<file path="src/rtl/core/brcw_pkg.sv">
// shared types, constants and register indexes of the box region address walker
package brcw_pkg;

  localparam int DIMS_DEF         = 3;
  localparam int EXTENT_BITS_DEF  = 12;
  localparam int INDEX_BITS_DEF   = 32;
  localparam int LAYER_COUNT_BITS = 9;
  localparam int LAYER_POS_BITS   = 8;
  localparam int CFG_INDEX_BITS   = 3;

  localparam logic [CFG_INDEX_BITS-1:0] CFG_REGION_EXTENTS = 3'd0;
  localparam logic [CFG_INDEX_BITS-1:0] CFG_SOURCE_EXTENTS = 3'd1;
  localparam logic [CFG_INDEX_BITS-1:0] CFG_DEST_EXTENTS   = 3'd2;
  localparam logic [CFG_INDEX_BITS-1:0] CFG_LAYER_COUNT    = 3'd3;
  localparam logic [CFG_INDEX_BITS-1:0] CFG_SOURCE_FIRST   = 3'd4;
  localparam logic [CFG_INDEX_BITS-1:0] CFG_DEST_FIRST     = 3'd5;

  localparam logic [LAYER_COUNT_BITS-1:0] LAYER_COUNT_RESET = 9'd1;

  typedef enum logic [1:0] {
    ST_PITCH_A,
    ST_PITCH_B,
    ST_IDLE,
    ST_EMIT
  } state_t;

  typedef struct packed {
    logic pitch_a;
    logic pitch_b;
    logic step;
    logic emit;
  } cmd_t;

endpackage

</file>
<file path="src/rtl/core/brcw_stream_if.sv">
// handshake channel interfaces for the request and result words
interface brcw_in_if;
  logic valid;
  logic ready;
  logic restart;

  modport source (output valid, output restart, input ready);
  modport sink (input valid, input restart, output ready);
endinterface

interface brcw_out_if #(
  parameter int INDEX_BITS = brcw_pkg::INDEX_BITS_DEF
);
  logic                                    valid;
  logic                                    ready;
  logic [INDEX_BITS-1:0]                   source_index;
  logic [INDEX_BITS-1:0]                   dest_index;
  logic [brcw_pkg::LAYER_POS_BITS-1:0]     layer_index;
  logic                                    run_end;
  logic                                    last;

  modport source (output valid, output source_index, output dest_index, output layer_index,
                  output run_end, output last, input ready);
  modport sink (input valid, input source_index, input dest_index, input layer_index,
                input run_end, input last, output ready);
endinterface

</file>
<file path="src/rtl/core/brcw_cfg_regs.sv">
// configuration register file of the address walker
module brcw_cfg_regs #(
  parameter int EXTENT_BITS = brcw_pkg::EXTENT_BITS_DEF,
  parameter int INDEX_BITS  = brcw_pkg::INDEX_BITS_DEF,
  parameter int CFG_W       = 3 * EXTENT_BITS
) (
  input  logic                                   clk,
  input  logic                                   rst_n,
  input  logic                                   cfg_we,
  input  logic [brcw_pkg::CFG_INDEX_BITS-1:0]    cfg_index,
  input  logic [CFG_W-1:0]                       cfg_data,
  output logic [3*EXTENT_BITS-1:0]               region_r,
  output logic [3*EXTENT_BITS-1:0]               src_ext_r,
  output logic [3*EXTENT_BITS-1:0]               dst_ext_r,
  output logic [brcw_pkg::LAYER_COUNT_BITS-1:0]  layers_r,
  output logic [INDEX_BITS-1:0]                  src_first_r,
  output logic [INDEX_BITS-1:0]                  dst_first_r
);

  always_ff @(posedge clk) begin
    if (!rst_n) begin
      region_r    <= '0;
      src_ext_r   <= '0;
      dst_ext_r   <= '0;
      layers_r    <= brcw_pkg::LAYER_COUNT_RESET;
      src_first_r <= '0;
      dst_first_r <= '0;
    end else if (cfg_we) begin
      case (cfg_index)
        brcw_pkg::CFG_REGION_EXTENTS: region_r    <= cfg_data[3*EXTENT_BITS-1:0];
        brcw_pkg::CFG_SOURCE_EXTENTS: src_ext_r   <= cfg_data[3*EXTENT_BITS-1:0];
        brcw_pkg::CFG_DEST_EXTENTS:   dst_ext_r   <= cfg_data[3*EXTENT_BITS-1:0];
        brcw_pkg::CFG_LAYER_COUNT:    layers_r    <= cfg_data[brcw_pkg::LAYER_COUNT_BITS-1:0];
        brcw_pkg::CFG_SOURCE_FIRST:   src_first_r <= cfg_data[INDEX_BITS-1:0];
        brcw_pkg::CFG_DEST_FIRST:     dst_first_r <= cfg_data[INDEX_BITS-1:0];
        default: ;
      endcase
    end
  end

endmodule

</file>
<file path="src/rtl/core/brcw_ctrl.sv">
// controller: pitch computation sequence and request/result handshake
module brcw_ctrl (
  input  logic            clk,
  input  logic            rst_n,
  input  logic            cfg_we,
  input  logic            in_valid,
  output logic            in_ready,
  output logic            out_valid,
  input  logic            out_ready,
  output brcw_pkg::cmd_t  cmd
);

  brcw_pkg::state_t state_r, state_nxt;
  logic             out_valid_r, out_valid_nxt;
  logic             accept;

  assign accept = in_valid && in_ready;

  // any register write invalidates the slab and layer pitches
  always_comb begin
    state_nxt = state_r;
    if (cfg_we) begin
      state_nxt = brcw_pkg::ST_PITCH_A;
    end else begin
      case (state_r)
        brcw_pkg::ST_PITCH_A: state_nxt = brcw_pkg::ST_PITCH_B;
        brcw_pkg::ST_PITCH_B: state_nxt = brcw_pkg::ST_IDLE;
        brcw_pkg::ST_IDLE: begin
          if (accept) state_nxt = brcw_pkg::ST_EMIT;
        end
        brcw_pkg::ST_EMIT:    state_nxt = brcw_pkg::ST_IDLE;
        default:              state_nxt = brcw_pkg::ST_PITCH_A;
      endcase
    end
  end

  always_comb begin
    // a register write in the same cycle would drop the request word
    in_ready     = (state_r == brcw_pkg::ST_IDLE) && !cfg_we && (!out_valid_r || out_ready);
    cmd.pitch_a  = (state_r == brcw_pkg::ST_PITCH_A);
    cmd.pitch_b  = (state_r == brcw_pkg::ST_PITCH_B);
    cmd.step     = accept;
    cmd.emit     = (state_r == brcw_pkg::ST_EMIT);
    // the output word is always free by the emit cycle
    out_valid_nxt = cmd.emit || (out_valid_r && !out_ready);
  end

  assign out_valid = out_valid_r;

  always_ff @(posedge clk) begin
    if (!rst_n) begin
      state_r     <= brcw_pkg::ST_PITCH_A;
      out_valid_r <= 1'b0;
    end else begin
      state_r     <= state_nxt;
      out_valid_r <= out_valid_nxt;
    end
  end

endmodule

</file>
<file path="src/rtl/core/brcw_datapath.sv">
// datapath: pitch multipliers, walk position and base registers, output word
module brcw_datapath #(
  parameter int DIMS        = brcw_pkg::DIMS_DEF,
  parameter int EXTENT_BITS = brcw_pkg::EXTENT_BITS_DEF,
  parameter int INDEX_BITS  = brcw_pkg::INDEX_BITS_DEF
) (
  input  logic                                   clk,
  input  logic                                   rst_n,
  input  brcw_pkg::cmd_t                         cmd,
  input  logic                                   restart,
  input  logic [3*EXTENT_BITS-1:0]               region,
  input  logic [3*EXTENT_BITS-1:0]               src_ext,
  input  logic [3*EXTENT_BITS-1:0]               dst_ext,
  input  logic [brcw_pkg::LAYER_COUNT_BITS-1:0]  layers,
  input  logic [INDEX_BITS-1:0]                  src_first,
  input  logic [INDEX_BITS-1:0]                  dst_first,
  output logic [INDEX_BITS-1:0]                  source_index,
  output logic [INDEX_BITS-1:0]                  dest_index,
  output logic [brcw_pkg::LAYER_POS_BITS-1:0]    layer_index,
  output logic                                   run_end,
  output logic                                   last
);

  localparam int EB = EXTENT_BITS;
  localparam int WB = EXTENT_BITS + 1;
  localparam int PB = 2 * WB;
  localparam int LB = 3 * WB;
  localparam int LPB = brcw_pkg::LAYER_POS_BITS;
  localparam int LCB = brcw_pkg::LAYER_COUNT_BITS;

  // extents minus one; dimensions beyond DIMS count as extent one
  logic [EB-1:0] rx, ry, rz, sx, sy, sz, dx, dy, dz;
  assign rx = region[EB-1:0];
  assign ry = (DIMS > 1) ? region[2*EB-1:EB] : '0;
  assign rz = (DIMS > 2) ? region[3*EB-1:2*EB] : '0;
  assign sx = src_ext[EB-1:0];
  assign sy = (DIMS > 1) ? src_ext[2*EB-1:EB] : '0;
  assign sz = (DIMS > 2) ? src_ext[3*EB-1:2*EB] : '0;
  assign dx = dst_ext[EB-1:0];
  assign dy = (DIMS > 1) ? dst_ext[2*EB-1:EB] : '0;
  assign dz = (DIMS > 2) ? dst_ext[3*EB-1:2*EB] : '0;

  logic [WB-1:0] sw0, sw1, sw2, dw0, dw1, dw2;
  assign sw0 = WB'(sx) + WB'(1);
  assign sw1 = WB'(sy) + WB'(1);
  assign sw2 = WB'(sz) + WB'(1);
  assign dw0 = WB'(dx) + WB'(1);
  assign dw1 = WB'(dy) + WB'(1);
  assign dw2 = WB'(dz) + WB'(1);

  // layer count zero walks one layer, above 256 walks 256
  logic [LCB-1:0] lc_m1;
  logic [LPB-1:0] layers_m1;
  assign lc_m1 = layers - LCB'(1);
  always_comb begin
    if (layers == '0) begin
      layers_m1 = '0;
    end else if (lc_m1[LCB-1]) begin
      layers_m1 = '1;
    end else begin
      layers_m1 = lc_m1[LPB-1:0];
    end
  end

  // pitches, recomputed in two steps after every register write
  logic [PB-1:0]         s_slab_pitch_r, d_slab_pitch_r;
  logic [INDEX_BITS-1:0] s_layer_pitch_r, d_layer_pitch_r;

  always_ff @(posedge clk) begin
    if (cmd.pitch_a) begin
      s_slab_pitch_r <= PB'(sw0) * PB'(sw1);
      d_slab_pitch_r <= PB'(dw0) * PB'(dw1);
    end
    if (cmd.pitch_b) begin
      s_layer_pitch_r <= INDEX_BITS'(LB'(s_slab_pitch_r) * LB'(sw2));
      d_layer_pitch_r <= INDEX_BITS'(LB'(d_slab_pitch_r) * LB'(dw2));
    end
  end

  // walk position and bases
  logic [EB-1:0]         pos_x_r, pos_y_r, pos_z_r, pos_x_nxt, pos_y_nxt, pos_z_nxt;
  logic [LPB-1:0]        layer_pos_r, layer_pos_nxt;
  logic [INDEX_BITS-1:0] s_row_r, s_slab_r, s_layer_r, s_row_nxt, s_slab_nxt, s_layer_nxt;
  logic [INDEX_BITS-1:0] d_row_r, d_slab_r, d_layer_r, d_row_nxt, d_slab_nxt, d_layer_nxt;
  logic [INDEX_BITS-1:0] s_row_adv, s_slab_adv, s_layer_adv;
  logic [INDEX_BITS-1:0] d_row_adv, d_slab_adv, d_layer_adv;

  assign s_row_adv   = s_row_r + INDEX_BITS'(sw0);
  assign d_row_adv   = d_row_r + INDEX_BITS'(dw0);
  assign s_slab_adv  = s_slab_r + INDEX_BITS'(s_slab_pitch_r);
  assign d_slab_adv  = d_slab_r + INDEX_BITS'(d_slab_pitch_r);
  assign s_layer_adv = s_layer_r + s_layer_pitch_r;
  assign d_layer_adv = d_layer_r + d_layer_pitch_r;

  always_comb begin
    pos_x_nxt     = pos_x_r;
    pos_y_nxt     = pos_y_r;
    pos_z_nxt     = pos_z_r;
    layer_pos_nxt = layer_pos_r;
    s_row_nxt     = s_row_r;
    s_slab_nxt    = s_slab_r;
    s_layer_nxt   = s_layer_r;
    d_row_nxt     = d_row_r;
    d_slab_nxt    = d_slab_r;
    d_layer_nxt   = d_layer_r;
    if (cmd.step) begin
      if (!restart && (pos_x_r < rx)) begin
        pos_x_nxt = pos_x_r + EB'(1);
      end else if (!restart && (pos_y_r < ry)) begin
        pos_x_nxt = '0;
        pos_y_nxt = pos_y_r + EB'(1);
        s_row_nxt = s_row_adv;
        d_row_nxt = d_row_adv;
      end else if (!restart && (pos_z_r < rz)) begin
        pos_x_nxt  = '0;
        pos_y_nxt  = '0;
        pos_z_nxt  = pos_z_r + EB'(1);
        s_slab_nxt = s_slab_adv;
        s_row_nxt  = s_slab_adv;
        d_slab_nxt = d_slab_adv;
        d_row_nxt  = d_slab_adv;
      end else if (!restart && (layer_pos_r < layers_m1)) begin
        pos_x_nxt     = '0;
        pos_y_nxt     = '0;
        pos_z_nxt     = '0;
        layer_pos_nxt = layer_pos_r + LPB'(1);
        s_layer_nxt   = s_layer_adv;
        s_slab_nxt    = s_layer_adv;
        s_row_nxt     = s_layer_adv;
        d_layer_nxt   = d_layer_adv;
        d_slab_nxt    = d_layer_adv;
        d_row_nxt     = d_layer_adv;
      end else begin
        // restart, or wrap after the final element
        pos_x_nxt     = '0;
        pos_y_nxt     = '0;
        pos_z_nxt     = '0;
        layer_pos_nxt = '0;
        s_row_nxt     = src_first;
        s_slab_nxt    = src_first;
        s_layer_nxt   = src_first;
        d_row_nxt     = dst_first;
        d_slab_nxt    = dst_first;
        d_layer_nxt   = dst_first;
      end
    end
  end

  always_ff @(posedge clk) begin
    if (!rst_n) begin
      pos_x_r     <= '0;
      pos_y_r     <= '0;
      pos_z_r     <= '0;
      layer_pos_r <= '0;
      s_row_r     <= '0;
      s_slab_r    <= '0;
      s_layer_r   <= '0;
      d_row_r     <= '0;
      d_slab_r    <= '0;
      d_layer_r   <= '0;
    end else begin
      pos_x_r     <= pos_x_nxt;
      pos_y_r     <= pos_y_nxt;
      pos_z_r     <= pos_z_nxt;
      layer_pos_r <= layer_pos_nxt;
      s_row_r     <= s_row_nxt;
      s_slab_r    <= s_slab_nxt;
      s_layer_r   <= s_layer_nxt;
      d_row_r     <= d_row_nxt;
      d_slab_r    <= d_slab_nxt;
      d_layer_r   <= d_layer_nxt;
    end
  end

  // output word, built from the updated position
  logic                  run_end_w;
  logic [INDEX_BITS-1:0] source_index_r, dest_index_r;
  logic [LPB-1:0]        layer_index_r;
  logic                  run_end_r, last_r;
  assign run_end_w = (pos_x_r >= rx);

  always_ff @(posedge clk) begin
    if (cmd.emit) begin
      source_index_r <= s_row_r + INDEX_BITS'(pos_x_r);
      dest_index_r   <= d_row_r + INDEX_BITS'(pos_x_r);
      layer_index_r  <= layer_pos_r;
      run_end_r      <= run_end_w;
      last_r         <= run_end_w && (pos_y_r >= ry) && (pos_z_r >= rz) &&
                        (layer_pos_r >= layers_m1);
    end
  end

  assign source_index = source_index_r;
  assign dest_index   = dest_index_r;
  assign layer_index  = layer_index_r;
  assign run_end      = run_end_r;
  assign last         = last_r;

endmodule

</file>
<file path="src/rtl/core/box_region_copy_address_walker_core.sv">
// the result word of an accepted request is registered in the emit state of the controller
// no new request word is taken until the step/emit pair of the controller is done
// slab and layer pitches are recomputed in the pitch a and pitch b states after reset and
// after each register write, with in ready low during that time
// reset (synchronous, rst_n low) clears the walk position and bases, and the registers
// to zero except layer count, which resets to one
module box_region_copy_address_walker_core #(
  parameter int DIMS        = brcw_pkg::DIMS_DEF,
  parameter int EXTENT_BITS = brcw_pkg::EXTENT_BITS_DEF,
  parameter int INDEX_BITS  = brcw_pkg::INDEX_BITS_DEF,
  localparam int CFG_W      = (3 * EXTENT_BITS > INDEX_BITS) ? 3 * EXTENT_BITS : INDEX_BITS
) (
  input  logic                                 clk,
  input  logic                                 rst_n,
  brcw_in_if.sink                              in_if,
  brcw_out_if.source                           out_if,
  input  logic                                 cfg_we,
  input  logic [brcw_pkg::CFG_INDEX_BITS-1:0]  cfg_index,
  input  logic [CFG_W-1:0]                     cfg_data
);

  logic [3*EXTENT_BITS-1:0]               region, src_ext, dst_ext;
  logic [brcw_pkg::LAYER_COUNT_BITS-1:0]  layers;
  logic [INDEX_BITS-1:0]                  src_first, dst_first;
  brcw_pkg::cmd_t                         cmd;
  logic                                   in_ready, out_valid;

  brcw_cfg_regs #(
    .EXTENT_BITS (EXTENT_BITS),
    .INDEX_BITS  (INDEX_BITS),
    .CFG_W       (CFG_W)
  ) u_cfg (
    .clk         (clk),
    .rst_n       (rst_n),
    .cfg_we      (cfg_we),
    .cfg_index   (cfg_index),
    .cfg_data    (cfg_data),
    .region_r    (region),
    .src_ext_r   (src_ext),
    .dst_ext_r   (dst_ext),
    .layers_r    (layers),
    .src_first_r (src_first),
    .dst_first_r (dst_first)
  );

  brcw_ctrl u_ctrl (
    .clk       (clk),
    .rst_n     (rst_n),
    .cfg_we    (cfg_we),
    .in_valid  (in_if.valid),
    .in_ready  (in_ready),
    .out_valid (out_valid),
    .out_ready (out_if.ready),
    .cmd       (cmd)
  );

  brcw_datapath #(
    .DIMS        (DIMS),
    .EXTENT_BITS (EXTENT_BITS),
    .INDEX_BITS  (INDEX_BITS)
  ) u_dp (
    .clk          (clk),
    .rst_n        (rst_n),
    .cmd          (cmd),
    .restart      (in_if.restart),
    .region       (region),
    .src_ext      (src_ext),
    .dst_ext      (dst_ext),
    .layers       (layers),
    .src_first    (src_first),
    .dst_first    (dst_first),
    .source_index (out_if.source_index),
    .dest_index   (out_if.dest_index),
    .layer_index  (out_if.layer_index),
    .run_end      (out_if.run_end),
    .last         (out_if.last)
  );

  assign in_if.ready  = in_ready;
  assign out_if.valid = out_valid;

`ifndef SYNTHESIS
  // one request word in flight at a time
  assert property (@(posedge clk) disable iff (!rst_n)
    (in_if.valid && in_if.ready) |=> !in_if.ready)
    else $error("request accepted while previous word still in flight");

  // every accepted request yields a valid result word
  assert property (@(posedge clk) disable iff (!rst_n)
    (in_if.valid && in_if.ready) |-> ##2 out_if.valid)
    else $error("result word missing after accepted request");

  // the final element always closes a run
  assert property (@(posedge clk) disable iff (!rst_n)
    (out_if.valid && out_if.last) |-> out_if.run_end)
    else $error("last set without run_end");
`endif

endmodule
</file>
<file path="src/flat_wrapper.sv">
// flat-port wrapper written by rule: the top's interface ports become plain ports
module box_region_copy_address_walker_core_flat 
#(
  parameter int DIMS        = brcw_pkg::DIMS_DEF,
  parameter int EXTENT_BITS = brcw_pkg::EXTENT_BITS_DEF,
  parameter int INDEX_BITS  = brcw_pkg::INDEX_BITS_DEF,
  localparam int CFG_W      = (3 * EXTENT_BITS > INDEX_BITS) ? 3 * EXTENT_BITS : INDEX_BITS
)
  (clk, rst_n, cfg_we, cfg_index, cfg_data, in_if_valid, in_if_restart, in_if_ready, out_if_valid, out_if_source_index, out_if_dest_index, out_if_layer_index, out_if_run_end, out_if_last, out_if_ready);
  brcw_in_if in_if_i ();
  brcw_out_if #(.INDEX_BITS(INDEX_BITS)) out_if_i ();
  input  logic clk;
  input  logic rst_n;
  input  logic cfg_we;
  input  logic [brcw_pkg::CFG_INDEX_BITS-1:0] cfg_index;
  input  logic [CFG_W-1:0] cfg_data;
  input wire logic [$bits(in_if_i.valid)-1:0] in_if_valid;
  input wire logic [$bits(in_if_i.restart)-1:0] in_if_restart;
  output wire logic [$bits(in_if_i.ready)-1:0] in_if_ready;
  output wire logic [$bits(out_if_i.valid)-1:0] out_if_valid;
  output wire logic [$bits(out_if_i.source_index)-1:0] out_if_source_index;
  output wire logic [$bits(out_if_i.dest_index)-1:0] out_if_dest_index;
  output wire logic [$bits(out_if_i.layer_index)-1:0] out_if_layer_index;
  output wire logic [$bits(out_if_i.run_end)-1:0] out_if_run_end;
  output wire logic [$bits(out_if_i.last)-1:0] out_if_last;
  input wire logic [$bits(out_if_i.ready)-1:0] out_if_ready;
  assign in_if_i.valid = in_if_valid;
  assign in_if_i.restart = in_if_restart;
  assign in_if_ready = in_if_i.ready;
  assign out_if_valid = out_if_i.valid;
  assign out_if_source_index = out_if_i.source_index;
  assign out_if_dest_index = out_if_i.dest_index;
  assign out_if_layer_index = out_if_i.layer_index;
  assign out_if_run_end = out_if_i.run_end;
  assign out_if_last = out_if_i.last;
  assign out_if_i.ready = out_if_ready;
  box_region_copy_address_walker_core #(.DIMS(DIMS), .EXTENT_BITS(EXTENT_BITS), .INDEX_BITS(INDEX_BITS)) u_core (.clk(clk), .rst_n(rst_n), .in_if(in_if_i), .out_if(out_if_i), .cfg_we(cfg_we), .cfg_index(cfg_index), .cfg_data(cfg_data));
endmodule
</file>
<file path="config.mk">
export PLATFORM = sky130hd
export DESIGN_NAME = box_region_copy_address_walker_core_flat
export DESIGN_NICKNAME = d
export VERILOG_FILES = /design/src/rtl/core/brcw_pkg.sv /design/src/rtl/core/brcw_stream_if.sv /design/src/rtl/core/brcw_cfg_regs.sv /design/src/rtl/core/brcw_ctrl.sv /design/src/rtl/core/brcw_datapath.sv /design/src/rtl/core/box_region_copy_address_walker_core.sv /design/src/flat_wrapper.sv
export SDC_FILE = /design/constraint.sdc
export NUM_CORES = 2
export LEC_CHECK = 0
export BUFFER_PORTS_ARGS = -buffer_cell sky130_fd_sc_hd__buf_2
export CORE_MARGIN = 8
export CORE_UTILIZATION = 30
export DETAILED_ROUTE_END_ITERATION = 10
export GPL_ROUTABILITY_DRIVEN = 0
export SKIP_LAST_GASP = 1
export SYNTH_ARGS = -nofsm -noshare
export SYNTH_HDL_FRONTEND = slang
export SYNTH_SLANG_ARGS = --single-unit
export TNS_END_PERCENT = 30
</file>
<file path="constraint.sdc">
create_clock -name clk -period 11.51 [get_ports clk]
set_input_delay 2.302 -clock clk [delete_from_list [all_inputs] [get_ports clk]]
set_output_delay 2.302 -clock clk [all_outputs]
set_load 0.02 [all_outputs]
</file>
==> results_dict.tcl <==
set metrics [dict create \
    gr-total-overflow 0 \
    yosysWarnings 0 \
    synthDistinctLibCells 86 \
    dieArea_sq_mm 0.220 \
    slew_headroom_pct 14.8 \
    grt_pass1_vias 50700 \
    dpl.hpwl_microns 151000 \
    layout_commonest_cell "nand2_1" \
    antenna_found_initial 25 \
    synthArstFlopShare_pct 0 \
    fin_util_pct 33.2 \
    ys_seq_elements 610 \
    design_area_sq_mm 0.0678 \
    vias 49900 \
    max_freq_mhz 126 \
    clk-insertion-delay-late_ns 0.68 \
    io_buffers 120 \
    finalSetupViolations 0 \
    path_max_fanout 13 \
    tightest_slew_ns 1.28 \
    max_stage_delay_ns 0.66 \
    syn_to_final_growth_pct 9.93 \
    critical_path.top_delay_family "adder cells" \
    grt_use_total_pct 17.2 \
    start_kind "register" \
    yosysTopAreaCellShare_pct 24.0 \
    yosys-top-cells-area "fa_1 24%, dfxtp_1 14%, ha_1 9.7%" \
    fp.coreArea_sq_mm 0.204 \
    totalWireLength_microns 196000 \
    critPathArrivalTime_ns 8.33 \
    finalHoldViolations 0 \
    drv_slew 0 \
    cts_htree_levels 3 \
    final_cell_mix "1283 x nand2_1, 998 x inv_1, 740 x fa_1" \
    drc 0 \
    fp-row-count 166 \
    finalNetCount 8380 \
    numCtsBuffers 73 \
    die_w_microns 469 \
    cts-resized-gates 0 \
    initial_core_util_pct 30.2 \
    ir_drop_mv 0.110 \
    p_leak_uw 0.0305 \
    power_uw 5520 \
    min_period_ns 7.93 \
    hold_buffers 0 \
    syn-num-nets 8382 \
    synth.cell_area_sq_mm 0.0616 \
    die_h_microns 469 \
    critPathKind "register to register" \
    syn_inst 7118 \
    hold_ws_ns 0.451 \
    path_clk_slew_ns 0.06 \
    yosysSeqAreaShare_pct 22.9 \
    grt_first_pass_wirelength_microns 300000 \
    tritoncts "done" \
    firstDrtPassIters 6 \
    end_kind "register" \
    pwr_density_cell_mw_per_mm2 81.5 \
    min_path_type "register to register" \
    clock_sinks 610 \
    cap_violations 0 \
    postCtsSetupRepairBufs 0 \
    synthFlopType "dfxtp_1" \
    clockBufferDepth 3 \
    cp_num_buf_inv 5 \
    post-route-period-util_pct 68.9 \
    fin_tns_setup_ns 0 \
    rsz0062_at_grt "no" \
    ios 121 \
    place_area_sq_mm 0.0653 \
    layout-drive-gt1-share_pct 5.03 \
    status "finished clean" \
    synth_edf_count 190 \
    final_antenna_net_count 0 \
    skew_ns 0.0412 \
    grt_max_degree 129 \
    required_ns 11.90 \
    root_buffer "clkbuf_16" \
    routedWlPerCell_microns 19.9 \
    avgSynthCellArea_sq_um 8.66 \
    drt_iter0_markers 4164 \
    critical-path-slowest-cell "dfxtp_1" \
    synth_top_area_cell "fa_1" \
    via_per_inst 5.06 \
]
layout make-up:
class,instances,area [sq um]
inverters,1012,3810
repair buffers,190,1140
clock inverters,29,318
clock buffers,103,2110
multi-input cells,5229,42900
fillers,21300,137000
diodes,8,20.0
flip-flops and latches,610,14100
well taps,2688,3360
power by group:
part	switching [uW]	internal [uW]
Clock	995	1380
Sequential	117	2280
Combinational	500	253
per-layer routing:
layer / vias to the layer above / wire length (microns) / global-route usage [%]
met5: - / 0 / 0
met4: 0 / 7640 / 6.30
met3: 357 / 15100 / 2.90
met2: 1994 / 87700 / 27.5
met1: 24700 / 85500 / 23.4
li1: 22900 / - / -
registers in the layout, indices dropped and copies added, names as in the netlist, 8 cells and up:
signal	flops
u_core.u_dp.d_row_r	32
u_core.u_dp.s_layer_pitch_r	32
u_core.u_dp.s_slab_pitch_r	26
u_core.u_dp.pos_z_r	12
u_core.u_dp.dest_index	32
u_core.u_dp.s_row_r	32
u_core.u_cfg.src_first_r	32
u_core.u_dp.d_layer_r	32
u_core.u_cfg.dst_first_r	32
u_core.u_cfg.layers_r	9
u_core.u_dp.pos_x_r	12
u_core.u_dp.s_slab_r	32
u_core.u_cfg.src_ext_r	36
u_core.u_dp.d_slab_pitch_r	26
u_core.u_dp.layer_index	8
u_core.u_dp.source_index	32
u_core.u_dp.pos_y_r	12
u_core.u_dp.s_layer_r	32
u_core.u_cfg.dst_ext_r	36
u_core.u_cfg.region_r	36
u_core.u_dp.d_layer_pitch_r	32
u_core.u_dp.d_slab_r	32
u_core.u_dp.layer_pos_r	8
Yosys cell counts (8+ instances only):
| cell | n |
|---|---|
| nand3_1 | 122 |
| o21bai_1 | 34 |
| a22oi_1 | 24 |
| a31oi_1 | 30 |
| a21o_1 | 118 |
| nor4_1 | 9 |
| a21boi_0 | 11 |
| buf_2 | 12 |
| nor3_1 | 61 |
| nand4_1 | 42 |
| nand2b_1 | 59 |
| o211ai_1 | 44 |
| nor2_1 | 405 |
| ha_1 | 479 |
| nand3b_1 | 9 |
| mux2i_1 | 21 |
| and2_1 | 183 |
| xor2_1 | 174 |
| a21oi_1 | 465 |
| or2_2 | 8 |
| fa_1 | 740 |
| clkbuf_1 | 247 |
| and3_1 | 68 |
| o31ai_1 | 17 |
| o21ai_0 | 166 |
| o211a_1 | 8 |
| edfxtp_1 | 190 |
| o221ai_1 | 16 |
| xnor2_1 | 255 |
| nor2b_1 | 125 |
| dfxtp_1 | 420 |
| and4_1 | 16 |
| nand2_1 | 1283 |
| o21a_1 | 46 |
| inv_1 | 998 |
| a211oi_1 | 52 |
| clkinv_1 | 13 |
| or3_1 | 26 |
worst paths after layout:
check	from	end	slack [ns]	depth (start not counted)
max reg2reg	u_core.u_cfg.src_ext_r[0]	u_core.u_dp.s_slab_pitch_r[25]	3.58	26
min	u_core.u_dp.s_slab_r[19]	u_core.u_dp.s_slab_r[19]	0.45	2
min reg2reg	u_core.u_dp.s_slab_r[19]	u_core.u_dp.s_slab_r[19]	0.45	2
max	u_core.u_cfg.src_ext_r[0]	u_core.u_dp.s_slab_pitch_r[25]	3.58	26
worst register-to-register path, stage by stage (launching register included):
cell       delay [ns]
dfxtp_1          0.66
nand3_1          0.24
nor3_1           0.37
and2_1           0.20
xnor2_1          0.35
inv_1            0.32
and2_1           0.27
fa_1             0.53
inv_1            0.05
fa_1             0.49
inv_1            0.06
fa_1             0.48
fa_1             0.55
inv_1            0.05
fa_1             0.48
inv_1            0.05
ha_1             0.33
a21oi_1          0.23
o21a_1           0.23
o21ai_0          0.10
and2_1           0.21
a221o_1          0.35
nor3_1           0.23
nor3_1           0.11
a2111oi_2        0.44
a21oi_1          0.14
xnor2_1          0.16
logic make-up (layout without fill, tap and decap cells):
group / Yosys count / after routing / synth area share (%)
AND/OR/NAND/NOR: 2432 / 2432 / 17.6
multiplexers: 22 / 22 / 0.359
XOR/XNOR: 429 / 429 / 6.09
adder cells (fa/ha/maj): 1219 / 1219 / 33.8
AO/OA/AOI/OAI: 1127 / 1127 / 11.5
flip-flops: 610 / 610 / 22.9
buffers and inverters: 1279 / 1334 / 7.82
other: 0 / 8 / 0
through the flow:
step	std cells	worst slack, ns
floorplan	7118	4.83
global placement	9729	3.90
detailed placement	9729	3.66
CTS	9861	3.62
global route	9867	3.11
finish	9869	3.58
(Power assumes the default switching activity.)
